<file path="config.mk">
export PLATFORM = sky130hd
export DESIGN_NAME = tst_cmp
export DESIGN_NICKNAME = d
export VERILOG_FILES = /design/src/rtl/topic_subscription_table_top_assert.svh /design/src/rtl/tst_pkg.sv /design/src/rtl/tst_cmp.sv
export SDC_FILE = /design/constraint.sdc
export NUM_CORES = 1
export LEC_CHECK = 0
export BUFFER_PORTS_ARGS = -buffer_cell sky130_fd_sc_hd__buf_2
export CORE_AREA = 3 3 88 90
export DETAILED_ROUTE_END_ITERATION = 10
export DIE_AREA = 0 0 91 93
export MAX_ROUTING_LAYER = met4
export PLACE_DENSITY = 0.62
export SYNTH_ARGS = -nofsm -noshare
export SYNTH_HDL_FRONTEND = slang
export SYNTH_SLANG_ARGS = --single-unit
</file>
<file path="constraint.sdc">
create_clock -name vclk -period 1.9
set_input_delay 0.57 -clock vclk [all_inputs]
set_output_delay 0.57 -clock vclk [all_outputs]
set_load 0.05 [all_outputs]
</file>
<file path="src/rtl/topic_subscription_table_top_assert.svh">
// Assertion macros for the topic subscription table.
// Used by the RTL files that carry concurrent checks; no other dependencies.
`ifndef TOPIC_SUBSCRIPTION_TABLE_TOP_ASSERT_SVH
`define TOPIC_SUBSCRIPTION_TABLE_TOP_ASSERT_SVH

`ifndef SYNTHESIS
// Property holds at every clock edge outside reset.
`define TST_ASSERT(lbl, clk, rstn, prop, msg) \
	lbl: assert property (@(posedge clk) disable iff (!rstn) (prop)) else $error(msg);
// Condition never occurs outside reset.
`define TST_ASSERT_NEVER(lbl, clk, rstn, cond, msg) \
	lbl: assert property (@(posedge clk) disable iff (!rstn) !(cond)) else $error(msg);
`else
`define TST_ASSERT(lbl, clk, rstn, prop, msg)
`define TST_ASSERT_NEVER(lbl, clk, rstn, cond, msg)
`endif

`endif

</file>
<file path="src/rtl/tst_pkg.sv">
// Shared types, widths and codes for the topic subscription table.
// No dependencies; imported by the interfaces, tst_cmp, tst_ctrl and the top level.
`default_nettype none

package tst_pkg;

	localparam int TABLE_DEPTH = 64;
	localparam int ADDR_W      = $clog2(TABLE_DEPTH);
	localparam int CNT_W       = $clog2(TABLE_DEPTH + 1);

	localparam int ACTION_W = 2;
	localparam int IP_W     = 32;
	localparam int PORT_W   = 16;
	localparam int TOPIC_W  = 64;
	localparam int STATUS_W = 3;
	localparam int ACTIVE_W = 7;

	// request actions
	localparam logic [ACTION_W-1:0] ACT_SUBSCRIBE   = 2'd0;
	localparam logic [ACTION_W-1:0] ACT_UNSUBSCRIBE = 2'd1;
	localparam logic [ACTION_W-1:0] ACT_PUBLISH     = 2'd2;
	localparam logic [ACTION_W-1:0] ACT_UNUSED      = 2'd3;

	// result status codes
	localparam logic [STATUS_W-1:0] ST_ADDED    = 3'd0;
	localparam logic [STATUS_W-1:0] ST_PRESENT  = 3'd1;
	localparam logic [STATUS_W-1:0] ST_FULL     = 3'd2;
	localparam logic [STATUS_W-1:0] ST_REMOVED  = 3'd3;
	localparam logic [STATUS_W-1:0] ST_NOTFOUND = 3'd4;
	localparam logic [STATUS_W-1:0] ST_FORWARD  = 3'd5;
	localparam logic [STATUS_W-1:0] ST_NOSUBS   = 3'd6;

	// one table entry as stored in the RAM
	typedef struct packed {
		logic [IP_W-1:0]    ip;
		logic [PORT_W-1:0]  port;
		logic [TOPIC_W-1:0] topic;
	} entry_t;

	localparam int ENTRY_W = $bits(entry_t);

	// request held for the duration of a scan
	typedef struct packed {
		logic [ACTION_W-1:0] action;
		logic [IP_W-1:0]     ip;
		logic [PORT_W-1:0]   port;
		logic [TOPIC_W-1:0]  topic;
	} req_t;

	// compare unit result
	typedef struct packed {
		logic topic_eq;
		logic endpoint_eq;
	} match_t;

	// table write request
	typedef struct packed {
		logic              en;
		logic [ADDR_W-1:0] addr;
		entry_t            data;
	} wr_req_t;

	// one result transaction
	typedef struct packed {
		logic [STATUS_W-1:0] status;
		logic [IP_W-1:0]     dest_ip;
		logic [PORT_W-1:0]   dest_port;
		logic                last;
		logic [ACTIVE_W-1:0] active_count;
	} rsp_t;

endpackage

`default_nettype wire

</file>
<file path="src/rtl/tst_cmp.sv">
// Shared compare unit: matches one table entry against the held request.
// Depends on tst_pkg.
`default_nettype none

module tst_cmp (
	input  wire tst_pkg::entry_t ent,
	input  wire tst_pkg::req_t   key,
	output tst_pkg::match_t      result
);
	import tst_pkg::*;

	// topic compare is shared by all actions; endpoint only by (un)subscribe
	assign result.topic_eq    = (ent.topic == key.topic);
	assign result.endpoint_eq = (ent.ip == key.ip) && (ent.port == key.port);

endmodule

`default_nettype wire

</file>
==> results.py, run 1 <==
metrics = {
    "setup_path": {
        "crit_path_cell_trace": "buf_2 > xor2_1 > nor4_2 > nand4_1 > nor4_4 > buf_6",
        "path_class": "input pin to output port",
        "critPathArrivalTime_ns": 1.91,
        "start_kind": "input pin",
        "crit_start": "key[27]",
        "end_kind": "output port",
        "critPathSlowestCell": "nor4_2",
        "cp_data_required_time_ns": 1.33,
        "max_stage_delay_ns": 0.37,
        "path_max_fanout": 1,
    },
    "power": {
        "vdd_drop_max_v": 0.0000642,
        "p_total_mw": 0.483,
        "leakagePower_nw": 1.43,
        "power.density_nw_per_um2": 185,
    },
    "routing": {
        "viasPerCell": 4.05,
        "vias": 1946,
        "wire_per_inst_um": 14.0,
        "routed_wirelength_um": 6720,
        "ant_nets": 0,
        "drc": 0,
        "drt-pass1-iter-count": 4,
        "drtIter0Drc": 11,
    },
    "timing": {
        "timing.final.crit_period_ns": 2.48,
        "maxSlewViolCount": 0,
        "whs_ns": 1.67,
        "hold_viol": 0,
        "postLayoutSetupSlackWorst_ns": -0.575,
        "setup_viol": 2,
        "period_share_pct": 130,
        "worst_slew_pin_slew_ns": 0.329,
        "fmax_mhz": 404,
        "slew_headroom_pct": 77.9,
        "rsz0062_at_grt": "true",
    },
    "synthesis": {
        "ys_types": 5,
        "synth_top_family_by_area": "XOR/XNOR gates",
        "ys_seq_area_share_pct": 0,
        "synth.area.mux_share_pct": 0,
        "synth_warnings": 0,
        "synth-xor-area-share_pct": 80.6,
        "synth_compound_area_share_pct": 0,
        "postSynthCellCount": 149,
        "syn_area_sq_um": 1220,
        "synthSimpleGateAreaFrac_pct": 19.4,
        "syn_avg_cell_area_sq_um": 8.17,
        "synthAdderAreaFrac_pct": 0,
        "synth_nets": 375,
    },
    "placed_design": {
        "placed_cells_incl_taps": 477,
        "place_ws_ns": -0.805,
        "dpl.hpwl_um": 6440,
        "gp_congestion": 0.851,
        "placed_cell_area_sq_um": 2510,
        "port_buffers": 226,
    },
    "floorplanning": {
        "die_width_um": 91,
        "num_rows": 31,
        "ios": 228,
        "initial_core_util_pct": 17.1,
        "die_area_sq_um": 8460,
        "core-area_sq_um": 7140,
        "die_y_um": 93,
    },
    "global_route": {
        "grt_max_degree": 2,
        "grt_antenna_before_repair": 4,
        "grt_pass1_wl_um": 9500,
        "grt_overflow_total": 0,
        "grt_pass1_vias": 2088,
        "grtUsageTotal_pct": 14.6,
    },
    "final_layout": {
        "nFillCells": 780,
        "drive_gt1_share_pct": 63.0,
        "fin_area_sq_um": 2600,
        "flops_and_latches": 0,
        "layout.nets": 606,
        "finalNonFillerCells": 481,
        "register_area_sq_um": 0,
        "syn_to_final_growth_pct": 114,
        "num-clock-buffers": 0,
    },
    "min_path": {
        "hold_class": "input pin to output port",
        "hp-start": "key[110]",
    },
    "clock_tree": {
        "post_cts_buffers": 0,
        "hold_buffers": 0,
    },
    "status": {
        "status": "finished with violations",
        "failed_checks": "negative setup slack",
    },
    "run": {
        "max-cap-violations": 0,
    },
}
cell type report:
type / count / area, sq um / area share (%)
well taps: 99 / 124 / 4.76
repair buffers: 229 / 1180 / 45.5
diodes: 4 / 10.0 / 0.384
multi-input cells: 149 / 1280 / 49.4
metal layers:
layer	vias to the layer above	global-route usage [%]	share of wire, %
met4	0	5.65	3.0
li1	982	-	-
met2	144	31.1	58
met1	810	12.3	29
met3	10	2.49	10
met5	-	-	0
final timing paths:
kind              slack (ns)   endpoint  cells after the start
setup / recovery       -0.58  result[1]                      6
hold / removal          1.67  result[0]                      6
what timing repair did:
action                                  CTS  global route
endpoints found under the setup margin    2             2
gates cloned                              0             0
endpoints found under the hold margin     0             0
pin swaps                                 8             9
gates resized for setup                  10             5
critical path, delay by kind of cell:
| family | cells | cell delay, ns |
|---|---|---|
| and+or+nand+nor | 3 | 0.87 |
| xor gates and xnor gates | 1 | 0.15 |
| buffers and inverters | 2 | 0.30 |
where the power goes:
group          internal, mW  switching [mW]
clock network   0.000000282               0
registers                 0               0
logic                 0.282           0.200
total                 0.282           0.200
cells in the final DEF, fill, tap and decap left out:
cell type and count:
xor2_1 111, nor4_1 22, nor3_2 1, nor4_2 5, buf_4 3, diode_2 4
buf_6 5, xor2_2 1, buf_2 221, nor4_4 2, nand4_1 7
logic make-up after synthesis:
family,after synthesis
xor+xnor,112
simple gates,37
through the flow:
step | utilization, % | setup TNS, ns
detailed placement | 35.2 | -1.34
floorplan | - | -0.950
global route | 36.5 | -1.11
global placement | 35.2 | -1.33
CTS | 35.9 | -0.996
finish | 36.5 | -0.969
synth_stat cells:
cell type | n | area share (%)
nand4_1 | 7 | 3.6
nor4_1 | 28 | 14
nor4_2 | 1 | 1.0
xor2_1 | 112 | 81
nor3_1 | 1 | 0.41
(Power assumes the default switching activity.)
==> run 2: changes to the inputs <==
--- a/config.mk
+++ b/config.mk
@@ -6,11 +6,11 @@
 export NUM_CORES = 1
 export LEC_CHECK = 0
 export BUFFER_PORTS_ARGS = -buffer_cell sky130_fd_sc_hd__buf_2
-export CORE_AREA = 3 3 88 90
+export CORE_AREA = 2 2 89 91
 export DETAILED_ROUTE_END_ITERATION = 10
 export DIE_AREA = 0 0 91 93
 export MAX_ROUTING_LAYER = met4
-export PLACE_DENSITY = 0.62
+export PLACE_DENSITY = 0.6
 export SYNTH_ARGS = -nofsm -noshare
 export SYNTH_HDL_FRONTEND = slang
 export SYNTH_SLANG_ARGS = --single-unit
==> results.py, run 2 (same netlist as run 1, synthesis figures left out) <==
metrics = {
    "timing": {
        "maxSlewViolCount": 0,
        "period_share_pct": 128,
        "hold_viol": 0,
        "timing.final.crit_period_ns": 2.43,
        "fmax_mhz": 411,
        "slew_headroom_pct": 81.8,
        "rsz0062_at_grt": "true",
        "worst_slew_pin_slew_ns": 0.270,
        "setup_viol": 2,
        "postLayoutSetupSlackWorst_ns": -0.532,
    },
    "final_layout": {
        "final_util_pct": 34.1,
        "diodes": 0,
        "drive_gt1_share_pct": 62.4,
        "register_area_sq_um": 0,
        "fin_area_sq_um": 2560,
        "multiInputGateArea_sq_um": 1270,
        "num-clock-buffers": 0,
        "flops_and_latches": 0,
        "mostFrequentLayoutCells": "220 x buf_2, 112 x xor2_1, 22 x nor4_1",
        "nFillCells": 805,
        "syn_to_final_growth_pct": 111,
        "mostFrequentLayoutCell": "buf_2",
        "layout.nets": 603,
    },
    "routing": {
        "routed_wirelength_um": 5180,
        "viasPerCell": 3.94,
        "drtIter0Drc": 20,
        "ant_nets": 0,
        "wire_per_inst_um": 10.8,
        "drt-pass1-iter-count": 3,
        "drc": 0,
        "vias": 1878,
    },
    "status": {
        "status": "finished with violations",
        "failed_checks": "negative setup slack",
    },
    "clock_tree": {
        "hold_buffers": 0,
    },
    "placed_design": {
        "place_ws_ns": -0.702,
        "gp_congestion": 0.849,
        "placed_cell_area_sq_um": 2490,
        "port_buffers": 226,
        "dpl.hpwl_um": 4860,
    },
    "power": {
        "leakagePower_nw": 1.42,
        "vdd_drop_max_v": 0.0000685,
        "power.density_nw_per_um2": 183,
    },
    "floorplanning": {
        "core-area_sq_um": 7530,
        "die_y_um": 93,
        "die_width_um": 91,
        "ios": 228,
        "initial_core_util_pct": 16.2,
        "die_area_sq_um": 8460,
        "num_rows": 32,
    },
    "setup_path": {
        "start_kind": "input pin",
        "critPathArrivalTime_ns": 1.86,
        "cp_data_required_time_ns": 1.33,
        "path_class": "input pin to output port",
        "end_kind": "output port",
        "path_max_fanout": 1,
    },
    "global_route": {
        "grt_antenna_before_repair": 0,
        "grt_pass1_wl_um": 7460,
        "grtUsageTotal_pct": 10.6,
        "grt_overflow_total": 0,
        "grt_pass1_vias": 1827,
        "grt_max_degree": 2,
    },
    "min_path": {
        "hold_class": "input pin to output port",
    },
    "run": {
        "max-cap-violations": 0,
    },
}
run 2: cell types whose count changed in the layout (fill, tap and decap cells not counted), sizes merged:
| cell | change |
|---|---|
| diode | -4 |
| buf | -3 |
run 2: worst paths after layout:
check	startpoint	end	slack, ns	depth (start not counted)
worst min-delay path	key[83]	result[0]	1.70	6
worst max-delay path	key[40]	result[1]	-0.53	6
run 2: routing by layer:
layer  up-vias  global-route usage, %  wire, um
met1       778                   10.3      1660
met3         8                   1.93       558
met4         0                   1.01        59
met2       120                   22.3      2890
li1        972                      -         -
met5         -                      -         0
run 2: where the power goes:
group          switching, mW  internal (mW)  leakage [nW]
clock                      0              0             0
sequential                 0              0             0
combinational          0.192          0.278          1.42
run 2: through the flow:
stage               TNS (ns)  cells  power, mW  hold WS [ns]
floorplan             -0.950    149      0.167          1.49
global placement       -1.18    477      0.445          1.73
detailed placement     -1.20    477      0.453          1.75
CTS                   -0.909    477      0.463          1.70
global route           -1.03    477      0.520          1.74
finish                -0.878    477      0.470          1.70
run 2: worst max-delay path: stages:
cell and delay, ns:
buf_2 0.11, xor2_1 0.15, nor4_1 0.30, nand4_1 0.24, nor4_4 0.31, buf_6 0.19
run 2: final cells by class:
cell class	instances	area share, %
multi-input cells	149	49.5
well taps	102	4.98
repair buffers	226	45.6
run 2: repair_timing:
action / in CTS / in global routing
endpoints found under the setup margin: 2 / 2
buffers inserted: 0 / 0
resized for setup: 9 / 5
cloned: 0 / 0
pin swaps: 10 / 3
