## src/rtl/topic_subscription_table_top_assert.svh

```systemverilog
// Assertion macros for the topic subscription table.
// Used by the RTL files that carry concurrent checks; no other dependencies.
`ifndef TOPIC_SUBSCRIPTION_TABLE_TOP_ASSERT_SVH
`define TOPIC_SUBSCRIPTION_TABLE_TOP_ASSERT_SVH

`ifndef SYNTHESIS
// Property holds at every clock edge outside reset.
`define TST_ASSERT(lbl, clk, rstn, prop, msg) \
	lbl: assert property (@(posedge clk) disable iff (!rstn) (prop)) else $error(msg);
// Condition never occurs outside reset.
`define TST_ASSERT_NEVER(lbl, clk, rstn, cond, msg) \
	lbl: assert property (@(posedge clk) disable iff (!rstn) !(cond)) else $error(msg);
`else
`define TST_ASSERT(lbl, clk, rstn, prop, msg)
`define TST_ASSERT_NEVER(lbl, clk, rstn, cond, msg)
`endif

`endif

```

## src/rtl/tst_pkg.sv

```systemverilog
// Shared types, widths and codes for the topic subscription table.
// No dependencies; imported by the interfaces, tst_cmp, tst_ctrl and the top level.
`default_nettype none

package tst_pkg;

	localparam int TABLE_DEPTH = 64;
	localparam int ADDR_W      = $clog2(TABLE_DEPTH);
	localparam int CNT_W       = $clog2(TABLE_DEPTH + 1);

	localparam int ACTION_W = 2;
	localparam int IP_W     = 32;
	localparam int PORT_W   = 16;
	localparam int TOPIC_W  = 64;
	localparam int STATUS_W = 3;
	localparam int ACTIVE_W = 7;

	// request actions
	localparam logic [ACTION_W-1:0] ACT_SUBSCRIBE   = 2'd0;
	localparam logic [ACTION_W-1:0] ACT_UNSUBSCRIBE = 2'd1;
	localparam logic [ACTION_W-1:0] ACT_PUBLISH     = 2'd2;
	localparam logic [ACTION_W-1:0] ACT_UNUSED      = 2'd3;

	// result status codes
	localparam logic [STATUS_W-1:0] ST_ADDED    = 3'd0;
	localparam logic [STATUS_W-1:0] ST_PRESENT  = 3'd1;
	localparam logic [STATUS_W-1:0] ST_FULL     = 3'd2;
	localparam logic [STATUS_W-1:0] ST_REMOVED  = 3'd3;
	localparam logic [STATUS_W-1:0] ST_NOTFOUND = 3'd4;
	localparam logic [STATUS_W-1:0] ST_FORWARD  = 3'd5;
	localparam logic [STATUS_W-1:0] ST_NOSUBS   = 3'd6;

	// one table entry as stored in the RAM
	typedef struct packed {
		logic [IP_W-1:0]    ip;
		logic [PORT_W-1:0]  port;
		logic [TOPIC_W-1:0] topic;
	} entry_t;

	localparam int ENTRY_W = $bits(entry_t);

	// request held for the duration of a scan
	typedef struct packed {
		logic [ACTION_W-1:0] action;
		logic [IP_W-1:0]     ip;
		logic [PORT_W-1:0]   port;
		logic [TOPIC_W-1:0]  topic;
	} req_t;

	// compare unit result
	typedef struct packed {
		logic topic_eq;
		logic endpoint_eq;
	} match_t;

	// table write request
	typedef struct packed {
		logic              en;
		logic [ADDR_W-1:0] addr;
		entry_t            data;
	} wr_req_t;

	// one result transaction
	typedef struct packed {
		logic [STATUS_W-1:0] status;
		logic [IP_W-1:0]     dest_ip;
		logic [PORT_W-1:0]   dest_port;
		logic                last;
		logic [ACTIVE_W-1:0] active_count;
	} rsp_t;

endpackage

`default_nettype wire

```

## src/rtl/tst_req_if.sv

```systemverilog
// Request channel interface: valid/ready handshake plus request fields.
// Depends on tst_pkg.
`default_nettype none

interface tst_req_if;
	import tst_pkg::*;

	logic                valid;
	logic                ready;
	logic [ACTION_W-1:0] action;
	logic [IP_W-1:0]     endpoint_ip;
	logic [PORT_W-1:0]   endpoint_port;
	logic [TOPIC_W-1:0]  topic_key;

	modport source (
		output valid, action, endpoint_ip, endpoint_port, topic_key,
		input  ready
	);

	modport sink (
		input  valid, action, endpoint_ip, endpoint_port, topic_key,
		output ready
	);
endinterface

`default_nettype wire

```

## src/rtl/tst_rsp_if.sv

```systemverilog
// Result channel interface: valid/ready handshake plus result fields.
// Depends on tst_pkg.
`default_nettype none

interface tst_rsp_if;
	import tst_pkg::*;

	logic                valid;
	logic                ready;
	logic [STATUS_W-1:0] status;
	logic [IP_W-1:0]     dest_ip;
	logic [PORT_W-1:0]   dest_port;
	logic                last;
	logic [ACTIVE_W-1:0] active_count;

	modport source (
		output valid, status, dest_ip, dest_port, last, active_count,
		input  ready
	);

	modport sink (
		input  valid, status, dest_ip, dest_port, last, active_count,
		output ready
	);
endinterface

`default_nettype wire

```

## src/rtl/tst_ctrl.sv

```systemverilog
// Scan sequencer: walks the table one entry per cycle unless stalled, tracks
// matches and lowest free slot, updates valid bits and count, drives results.
// Depends on tst_pkg, tst_req_if, tst_rsp_if and the assertion macro header.
`default_nettype none
`include "topic_subscription_table_top_assert.svh"

module tst_ctrl (
	input  wire logic                   clk,
	input  wire logic                   arst_n,
	tst_req_if.sink                     req,
	tst_rsp_if.source                   rsp,
	output logic [tst_pkg::ADDR_W-1:0]  rd_addr,
	input  wire tst_pkg::entry_t        rd_entry,
	input  wire tst_pkg::match_t        hit_info,
	output tst_pkg::req_t               cur_req,
	output tst_pkg::wr_req_t            wr_req
);
	import tst_pkg::*;

	localparam logic [1:0] S_IDLE   = 2'd0;
	localparam logic [1:0] S_SCAN   = 2'd1;
	localparam logic [1:0] S_FINISH = 2'd2;

	localparam logic [ADDR_W-1:0] LAST_ADDR = ADDR_W'(TABLE_DEPTH - 1);
	localparam logic [ADDR_W-1:0] ADDR_ONE  = ADDR_W'(1);
	localparam logic [CNT_W-1:0]  CNT_ONE   = CNT_W'(1);
	localparam logic [CNT_W-1:0]  CNT_MAX   = CNT_W'(TABLE_DEPTH);

	logic [1:0]             state_q;
	logic [ADDR_W-1:0]      addr_q;
	logic [TABLE_DEPTH-1:0] valid_q;
	logic [CNT_W-1:0]       count_q;
	logic                   hit_q;
	logic                   free_found_q;
	logic                   pend_q;
	logic                   rsp_valid_q;

	req_t                   req_q;
	logic [ADDR_W-1:0]      hit_slot_q;
	logic [ADDR_W-1:0]      free_slot_q;
	logic [IP_W-1:0]        pend_ip_q;
	logic [PORT_W-1:0]      pend_port_q;
	rsp_t                   rsp_q;

	logic                   req_fire;
	logic                   out_free;
	logic                   is_pub;
	logic                   ent_valid;
	logic                   hit;
	logic                   stall;
	logic                   advance;
	logic                   scan_push;
	logic                   fin_go;
	logic                   set_valid;
	logic                   clr_valid;
	logic [CNT_W-1:0]       cnt_next;
	rsp_t                   scan_rsp;
	rsp_t                   fin_rsp;

	assign req.ready = (state_q == S_IDLE);
	assign req_fire  = req.valid && req.ready;
	assign cur_req   = req_q;

	// output register frees up when empty or being taken this cycle
	assign out_free  = !rsp_valid_q || rsp.ready;
	assign is_pub    = (req_q.action == ACT_PUBLISH);
	assign ent_valid = valid_q[addr_q];
	assign hit       = ent_valid && hit_info.topic_eq && (is_pub || hit_info.endpoint_eq);

	// a publish hit with an earlier hit pending must emit that earlier one
	assign stall     = is_pub && hit && pend_q && !out_free;
	assign advance   = (state_q == S_SCAN) && !stall;
	assign scan_push = advance && is_pub && hit && pend_q;
	assign fin_go    = (state_q == S_FINISH) && out_free;

	// read address: entry for the next scan cycle
	always_comb begin
		case (state_q)
			S_SCAN: begin
				if (!advance) begin
					rd_addr = addr_q;
				end else if (addr_q == LAST_ADDR) begin
					rd_addr = '0;
				end else begin
					rd_addr = addr_q + ADDR_ONE;
				end
			end
			default: begin
				rd_addr = '0;
			end
		endcase
	end

	// forward transaction for the previously pending publish hit
	always_comb begin
		scan_rsp.status       = ST_FORWARD;
		scan_rsp.dest_ip      = pend_ip_q;
		scan_rsp.dest_port    = pend_port_q;
		scan_rsp.last         = 1'b0;
		scan_rsp.active_count = ACTIVE_W'(count_q);
	end

	// final transaction and table update at the end of the scan
	always_comb begin
		set_valid           = 1'b0;
		clr_valid           = 1'b0;
		cnt_next            = count_q;
		fin_rsp.status      = ST_NOTFOUND;
		fin_rsp.dest_ip     = '0;
		fin_rsp.dest_port   = '0;
		fin_rsp.last        = 1'b1;
		case (req_q.action)
			ACT_SUBSCRIBE: begin
				if (hit_q) begin
					fin_rsp.status = ST_PRESENT;
				end else if (free_found_q) begin
					fin_rsp.status = ST_ADDED;
					set_valid      = 1'b1;
					cnt_next       = count_q + CNT_ONE;
				end else begin
					fin_rsp.status = ST_FULL;
				end
			end
			ACT_UNSUBSCRIBE: begin
				if (hit_q) begin
					fin_rsp.status = ST_REMOVED;
					clr_valid      = 1'b1;
					if (count_q != '0) begin
						cnt_next = count_q - CNT_ONE;
					end
				end
			end
			ACT_PUBLISH: begin
				if (pend_q) begin
					fin_rsp.status    = ST_FORWARD;
					fin_rsp.dest_ip   = pend_ip_q;
					fin_rsp.dest_port = pend_port_q;
				end else begin
					fin_rsp.status    = ST_NOSUBS;
				end
			end
			default: begin
				fin_rsp.status = ST_NOTFOUND;
			end
		endcase
		fin_rsp.active_count = ACTIVE_W'(cnt_next);
	end

	// table write for a new subscription
	assign wr_req.en   = fin_go && set_valid;
	assign wr_req.addr = free_slot_q;
	assign wr_req.data = '{ip: req_q.ip, port: req_q.port, topic: req_q.topic};

	// sequencer and table control state
	always_ff @(posedge clk or negedge arst_n) begin
		if (!arst_n) begin
			state_q      <= S_IDLE;
			addr_q       <= '0;
			valid_q      <= '0;
			count_q      <= '0;
			hit_q        <= 1'b0;
			free_found_q <= 1'b0;
			pend_q       <= 1'b0;
		end else begin
			case (state_q)
				S_IDLE: begin
					if (req_fire && (req.action != ACT_UNUSED)) begin
						state_q      <= S_SCAN;
						addr_q       <= '0;
						hit_q        <= 1'b0;
						free_found_q <= 1'b0;
						pend_q       <= 1'b0;
					end
				end
				S_SCAN: begin
					if (advance) begin
						if (hit) begin
							hit_q <= 1'b1;
						end
						if (!ent_valid) begin
							free_found_q <= 1'b1;
						end
						if (is_pub && hit) begin
							pend_q <= 1'b1;
						end
						if (addr_q == LAST_ADDR) begin
							state_q <= S_FINISH;
						end else begin
							addr_q <= addr_q + ADDR_ONE;
						end
					end
				end
				S_FINISH: begin
					if (out_free) begin
						state_q <= S_IDLE;
						count_q <= cnt_next;
						if (set_valid) begin
							valid_q[free_slot_q] <= 1'b1;
						end
						if (clr_valid) begin
							valid_q[hit_slot_q] <= 1'b0;
						end
					end
				end
				default: begin
					state_q <= S_IDLE;
				end
			endcase
		end
	end

	// result register handshake
	always_ff @(posedge clk or negedge arst_n) begin
		if (!arst_n) begin
			rsp_valid_q <= 1'b0;
		end else if (scan_push || fin_go) begin
			rsp_valid_q <= 1'b1;
		end else if (rsp.ready) begin
			rsp_valid_q <= 1'b0;
		end
	end

	// payload registers
	always_ff @(posedge clk) begin
		if (req_fire) begin
			req_q.action <= req.action;
			req_q.ip     <= req.endpoint_ip;
			req_q.port   <= req.endpoint_port;
			req_q.topic  <= req.topic_key;
		end
		if (advance) begin
			if (hit && !hit_q) begin
				hit_slot_q <= addr_q;
			end
			if (!ent_valid && !free_found_q) begin
				free_slot_q <= addr_q;
			end
			if (is_pub && hit) begin
				pend_ip_q   <= rd_entry.ip;
				pend_port_q <= rd_entry.port;
			end
		end
		if (scan_push) begin
			rsp_q <= scan_rsp;
		end else if (fin_go) begin
			rsp_q <= fin_rsp;
		end
	end

	assign rsp.valid        = rsp_valid_q;
	assign rsp.status       = rsp_q.status;
	assign rsp.dest_ip      = rsp_q.dest_ip;
	assign rsp.dest_port    = rsp_q.dest_port;
	assign rsp.last         = rsp_q.last;
	assign rsp.active_count = rsp_q.active_count;

	// checks
	`TST_ASSERT(a_cnt_range, clk, arst_n, count_q <= CNT_MAX, "entry count above table depth")
	`TST_ASSERT(a_cnt_finish, clk, arst_n, (count_q != $past(count_q)) |-> ($past(state_q) == S_FINISH), "count changed outside finish")
	`TST_ASSERT_NEVER(a_wr_used, clk, arst_n, wr_req.en && valid_q[wr_req.addr], "write into an occupied slot")
	`TST_ASSERT(a_mid_fwd, clk, arst_n, (rsp_valid_q && !rsp_q.last) |-> (rsp_q.status == ST_FORWARD), "non-final transaction that is not a forward")

endmodule

`default_nettype wire

```

## src/flat_wrapper.sv

```systemverilog
// flat-port wrapper written by rule: the top's interface ports become plain ports
module tst_ctrl_flat import tst_pkg::*;
  (clk, arst_n, rd_addr, rd_entry, hit_info, cur_req, wr_req, req_valid, req_action, req_endpoint_ip, req_endpoint_port, req_topic_key, req_ready, rsp_valid, rsp_status, rsp_dest_ip, rsp_dest_port, rsp_last, rsp_active_count, rsp_ready);
  tst_req_if req_i ();
  tst_rsp_if rsp_i ();
  input  wire logic clk;
  input  wire logic arst_n;
  output logic [tst_pkg::ADDR_W-1:0] rd_addr;
  input  wire tst_pkg::entry_t rd_entry;
  input  wire tst_pkg::match_t hit_info;
  output tst_pkg::req_t cur_req;
  output tst_pkg::wr_req_t wr_req;
  input wire logic [$bits(req_i.valid)-1:0] req_valid;
  input wire logic [$bits(req_i.action)-1:0] req_action;
  input wire logic [$bits(req_i.endpoint_ip)-1:0] req_endpoint_ip;
  input wire logic [$bits(req_i.endpoint_port)-1:0] req_endpoint_port;
  input wire logic [$bits(req_i.topic_key)-1:0] req_topic_key;
  output wire logic [$bits(req_i.ready)-1:0] req_ready;
  output wire logic [$bits(rsp_i.valid)-1:0] rsp_valid;
  output wire logic [$bits(rsp_i.status)-1:0] rsp_status;
  output wire logic [$bits(rsp_i.dest_ip)-1:0] rsp_dest_ip;
  output wire logic [$bits(rsp_i.dest_port)-1:0] rsp_dest_port;
  output wire logic [$bits(rsp_i.last)-1:0] rsp_last;
  output wire logic [$bits(rsp_i.active_count)-1:0] rsp_active_count;
  input wire logic [$bits(rsp_i.ready)-1:0] rsp_ready;
  assign req_i.valid = req_valid;
  assign req_i.action = req_action;
  assign req_i.endpoint_ip = req_endpoint_ip;
  assign req_i.endpoint_port = req_endpoint_port;
  assign req_i.topic_key = req_topic_key;
  assign req_ready = req_i.ready;
  assign rsp_valid = rsp_i.valid;
  assign rsp_status = rsp_i.status;
  assign rsp_dest_ip = rsp_i.dest_ip;
  assign rsp_dest_port = rsp_i.dest_port;
  assign rsp_last = rsp_i.last;
  assign rsp_active_count = rsp_i.active_count;
  assign rsp_i.ready = rsp_ready;
  tst_ctrl u_core (.clk(clk), .arst_n(arst_n), .req(req_i), .rsp(rsp_i), .rd_addr(rd_addr), .rd_entry(rd_entry), .hit_info(hit_info), .cur_req(cur_req), .wr_req(wr_req));
endmodule
```

## config.mk

```make
export PLATFORM = sky130hd
export DESIGN_NAME = tst_ctrl_flat
export DESIGN_NICKNAME = d
export VERILOG_FILES = /design/src/rtl/tst_pkg.sv /design/src/rtl/tst_req_if.sv /design/src/rtl/tst_rsp_if.sv /design/src/rtl/tst_ctrl.sv /design/src/flat_wrapper.sv
export VERILOG_INCLUDE_DIRS = /design/src /design/src/rtl
export SDC_FILE = /design/constraint.sdc
export NUM_CORES = 1
export LEC_CHECK = 0
export ABC_AREA = 1
export BUFFER_PORTS_ARGS = -buffer_cell sky130_fd_sc_hd__buf_2
export CORE_ASPECT_RATIO = 0.75
export CORE_MARGIN = 1.5
export CORE_UTILIZATION = 35
export CTS_CLUSTER_SIZE = 20
export DETAILED_ROUTE_END_ITERATION = 10
export SLEW_MARGIN = 20
export SYNTH_ARGS = -nofsm -noshare
export SYNTH_HDL_FRONTEND = slang
export SYNTH_SLANG_ARGS = --single-unit
```

## constraint.sdc

```tcl
create_clock -name clk -period 9.85 [get_ports clk]
set_input_delay 2.955 -clock clk [delete_from_list [all_inputs] [get_ports clk]]
set_output_delay 2.955 -clock clk [all_outputs]
set_load 0.05 [all_outputs]
```

==> results.tsv <==
stage	metric	value	unit
run_status	status	complete, no violations	
synth	number of synthesized flops with an enable pin	229	
synth	largest area contributor in the netlist	edfxtp_1	
synth	Yosys Warn Count	0	
synth	ys async rst share	26.3	%
route	vias per inst	5.05	
critical_path	arrival time at the worst endpoint	4.79	ns
sta	final hold slack	0.479	ns
synth	syn nets	1430	
power_and_ir_drop	Peak VDD IR	0.000134	V
layout	final cell count without fillers	2097	
layout	Area Overhead vs Synth	21.8	%
synth	Synth Flop Type	edfxtp_1	
floorplan	total die area	40800	µm²
floorplan	Initial Util	35.8	%
synth	synth top area cells	edfxtp_1 (50%), dfrtp_1 (15%), buf_4 (6.3%)	
grt	largest net degree at the start of global routing	80	
floorplan	number of I/O pins	532	
sta	Least-Margin Pin Slew	1.07	ns
grt	grt total ovfl	0	
sta	fin crit share	78.6	%
sta	RSZ-0062 raised after global routing	false	
clock_network	Max Buffers Root-to-Sink	3	
critical_path	max incr delay on CP	0.55	ns
route	routed wire length	49600	µm
clock_network	Worst-path clk slew	0.05	ns
placed_design	placed cell area	15800	µm²
critical_path	Crit-path slowest cell	nor3_1	
floorplan	Core Area	38600	µm²
placed_design	Post-DP HPWL	37200	µm
synth	Seq/Total Area, Yosys	65.3	%
sta	skew final	0.0189	ns
layout	fin area	16900	µm²
critical_path	crit path cell chain	buf_2 > nor2_1 > inv_1 > nor3_1 > nand3_1 > o21ai_0 > buf_2	
layout	register area	9040	µm²
sta	min Tclk post-route	7.75	ns
critical_path	CP endpoint kind	output port	
grt	vias in the first global route	10100	
placed_design	worst slack at placement	2.14	ns
critical_path	family with the most delay on the worst path	simple AND/OR/NAND/NOR gates	
layout	multi-input logic area	3340	µm²
route	Routed WL per cell	23.7	µm
route	Routed Antenna Nets	0	
clock_network	CTS tree	built	
route	DR vias	10600	
clock_network	post-cts resize count	0	
synth	Syn Inst Count	1194	
placed_design	Placer Congestion	0.960	
placed_design	placed insts	2030	
sta	setup_tns	0	ns
synth	syn avg cell area	11.6	µm²
floorplan	Die Wd	233	µm
floorplan	Row Count	62	
layout	fin nets	1790	
placed_design	# port buffers	467	
critical_path	CP Launch Type	input pin	
power_and_ir_drop	Leakage	7.41	nW
synth	Post-Synthesis Cell Area	13800	µm²
min_path	Min-Delay Path Class	flip-flop to flip-flop	
sta	Max Freq	129	MHz
run	Max Cap Viol	0	
synth	count of cell types in the netlist	46	
clock_network	Hold Buf Count CTS	0	
critical_path	critical-path maximum fanout	7	
sta	Setup Viol. Count Final	0	
grt	first-pass GRT wire length	68400	µm
sta	Fin. Hold Viols	0	
layout	layout cells sized above 1	36.9	%
sta	Max-Slew Margin vs Limit	28.3	%
clock_network	TritonCTS Buffers	34	
layout	fill count	3726	
floorplan	die height	175	µm
power_and_ir_drop	pwr/cell area	287	nW/µm²
route	drt drc	0	
sta	final setup margin	2.10	ns
grt	total track usage	23.3	%
critical_path	Setup CP Type	input pin to output port	
clock_network	setup bufs post-CTS	0	
clock_network	Sink Count	316	
grt	initial antenna violation count	8	
synth	area share of the largest cell type after synthesis	49.7	%
route	initial drt markers	965	
clock_network	Skew-Pair Late Insertion Delay	0.52	ns
critical_path	buffers plus inverters on the worst setup path	3	
critical_path	Worst EP required	6.90	ns
clock_network	CTS Root Buffer Type	clkbuf_16	
route	first-pass iteration count of the detailed router	7	
synth	#FFs+latches synth	316	
clock_network	H-Tree Level Count	2	
critical_path	most frequent CP cell	buf_2	
sta	Slew Viols, Final	0	
[layout make-up]
class                           instances  area share, %
Tap cell                              512           3.80
Inverter                               96           2.17
Sequential cell                       316           53.6
Multi-Input combinational cell        627           19.8
Antenna cell                            7          0.104
Timing Repair Buffer                  479           14.4
Clock inverter                          9          0.371
Clock buffer                           51           5.72
[routing by layer]
metal  wire length [µm]  track usage, %  part of all wire, %  vias up
li1                   -               -                    -     4812
met4               2440            12.3                  4.9        2
met1              17700            26.6                   36     5184
met5                  9               0                0.018        -
met3               4620            6.58                  9.3       98
met2              24900            39.8                   50      503
[flip-flops by register name, indices dropped and copies added, names as in the netlist, 2 cells and up]
register                 count
u_core.rsp.dest_ip          32
u_core.valid_q              64
u_core.count_q               7
u_core.state_q               2
u_core.rsp.status            3
u_core.free_slot_q           6
u_core.rsp.active_count      7
u_core.pend_port_q          16
u_core.pend_ip_q            32
u_core.addr_q                6
u_core.rsp.dest_port        16
u_core.hit_slot_q            6
u_core.cur_req             114
[cell usage after synthesis (all sizes together) (4+ instances only)]
cell type	count
edfxtp	229
nand2	206
buf	135
nand3	128
inv	94
dfrtp	83
a21oi	73
nor2	53
nand4	51
o21ai	31
nor3	25
clkbuf	20
o22ai	16
a22oi	11
nor4	7
xor2	6
dfxtp	4
ha	4
[through the flow]
stage,utilization (%),power [mW]
after floorplan,-,3.24
after global placement,40.9,3.65
after detailed placement,40.9,3.66
after CTS,43.6,4.87
after global routing,43.6,5.03
final,43.6,4.84
[power breakdown]
group          total (mW)  internal (mW)  switching (mW)
logic                1.79          0.320            1.47
registers            1.85           1.68           0.173
clock network        1.21          0.680           0.526
total                4.84           2.68            2.17
[worst register-to-register path: cells and delay by family, from the launching register on]
| kind | cells | cell delay [ns] |
|---|---|---|
| DFF | 1 | 0.80 |
| buffers and inverters | 2 | 1.18 |
| and+or+nand+nor | 11 | 2.02 |
[final timing paths]
path,slack [ns],startpoint,cells after the start,end
max,2.10,rsp_ready,7,rd_addr[4]
min,0.48,u_core.rsp.status[0],2,u_core.rsp.status[0]
max reg2reg,5.42,u_core.addr_q[2],13,u_core.rsp.dest_port[9]
min reg2reg,0.48,u_core.rsp.status[0],2,u_core.rsp.status[0]
max in group asynchronous,6.31,arst_n,2,u_core.pend_q
min in group asynchronous,2.28,arst_n,1,u_core.count_q[1]
[cell usage in the layout (no fill, tap or decap), types with 34 or more instances in the layout]
| cell | n |
|---|---|
| a21oi_1 | 73 |
| buf_2 | 466 |
| clkbuf_16 | 34 |
| dfrtp_1 | 82 |
| edfxtp_1 | 229 |
| inv_1 | 89 |
| nand2_1 | 202 |
| nand3_1 | 94 |
| nand4_1 | 51 |
| nor2_1 | 49 |
[kinds of logic (layout without fill, tap and decap cells)]
logic type	count (synthesis)	in the layout	share of synthesized area, %
buffers and inverters	251	635	10.8
other	0	7	0
xor gates and xnor gates	6	6	0.380
adders and majority gates	4	4	0.362
and+or+nand+nor	474	474	17.4
DFF	316	316	65.3
AOI/OAI and AO/OA	143	143	5.80
Power figures use the tool's default switching activity.
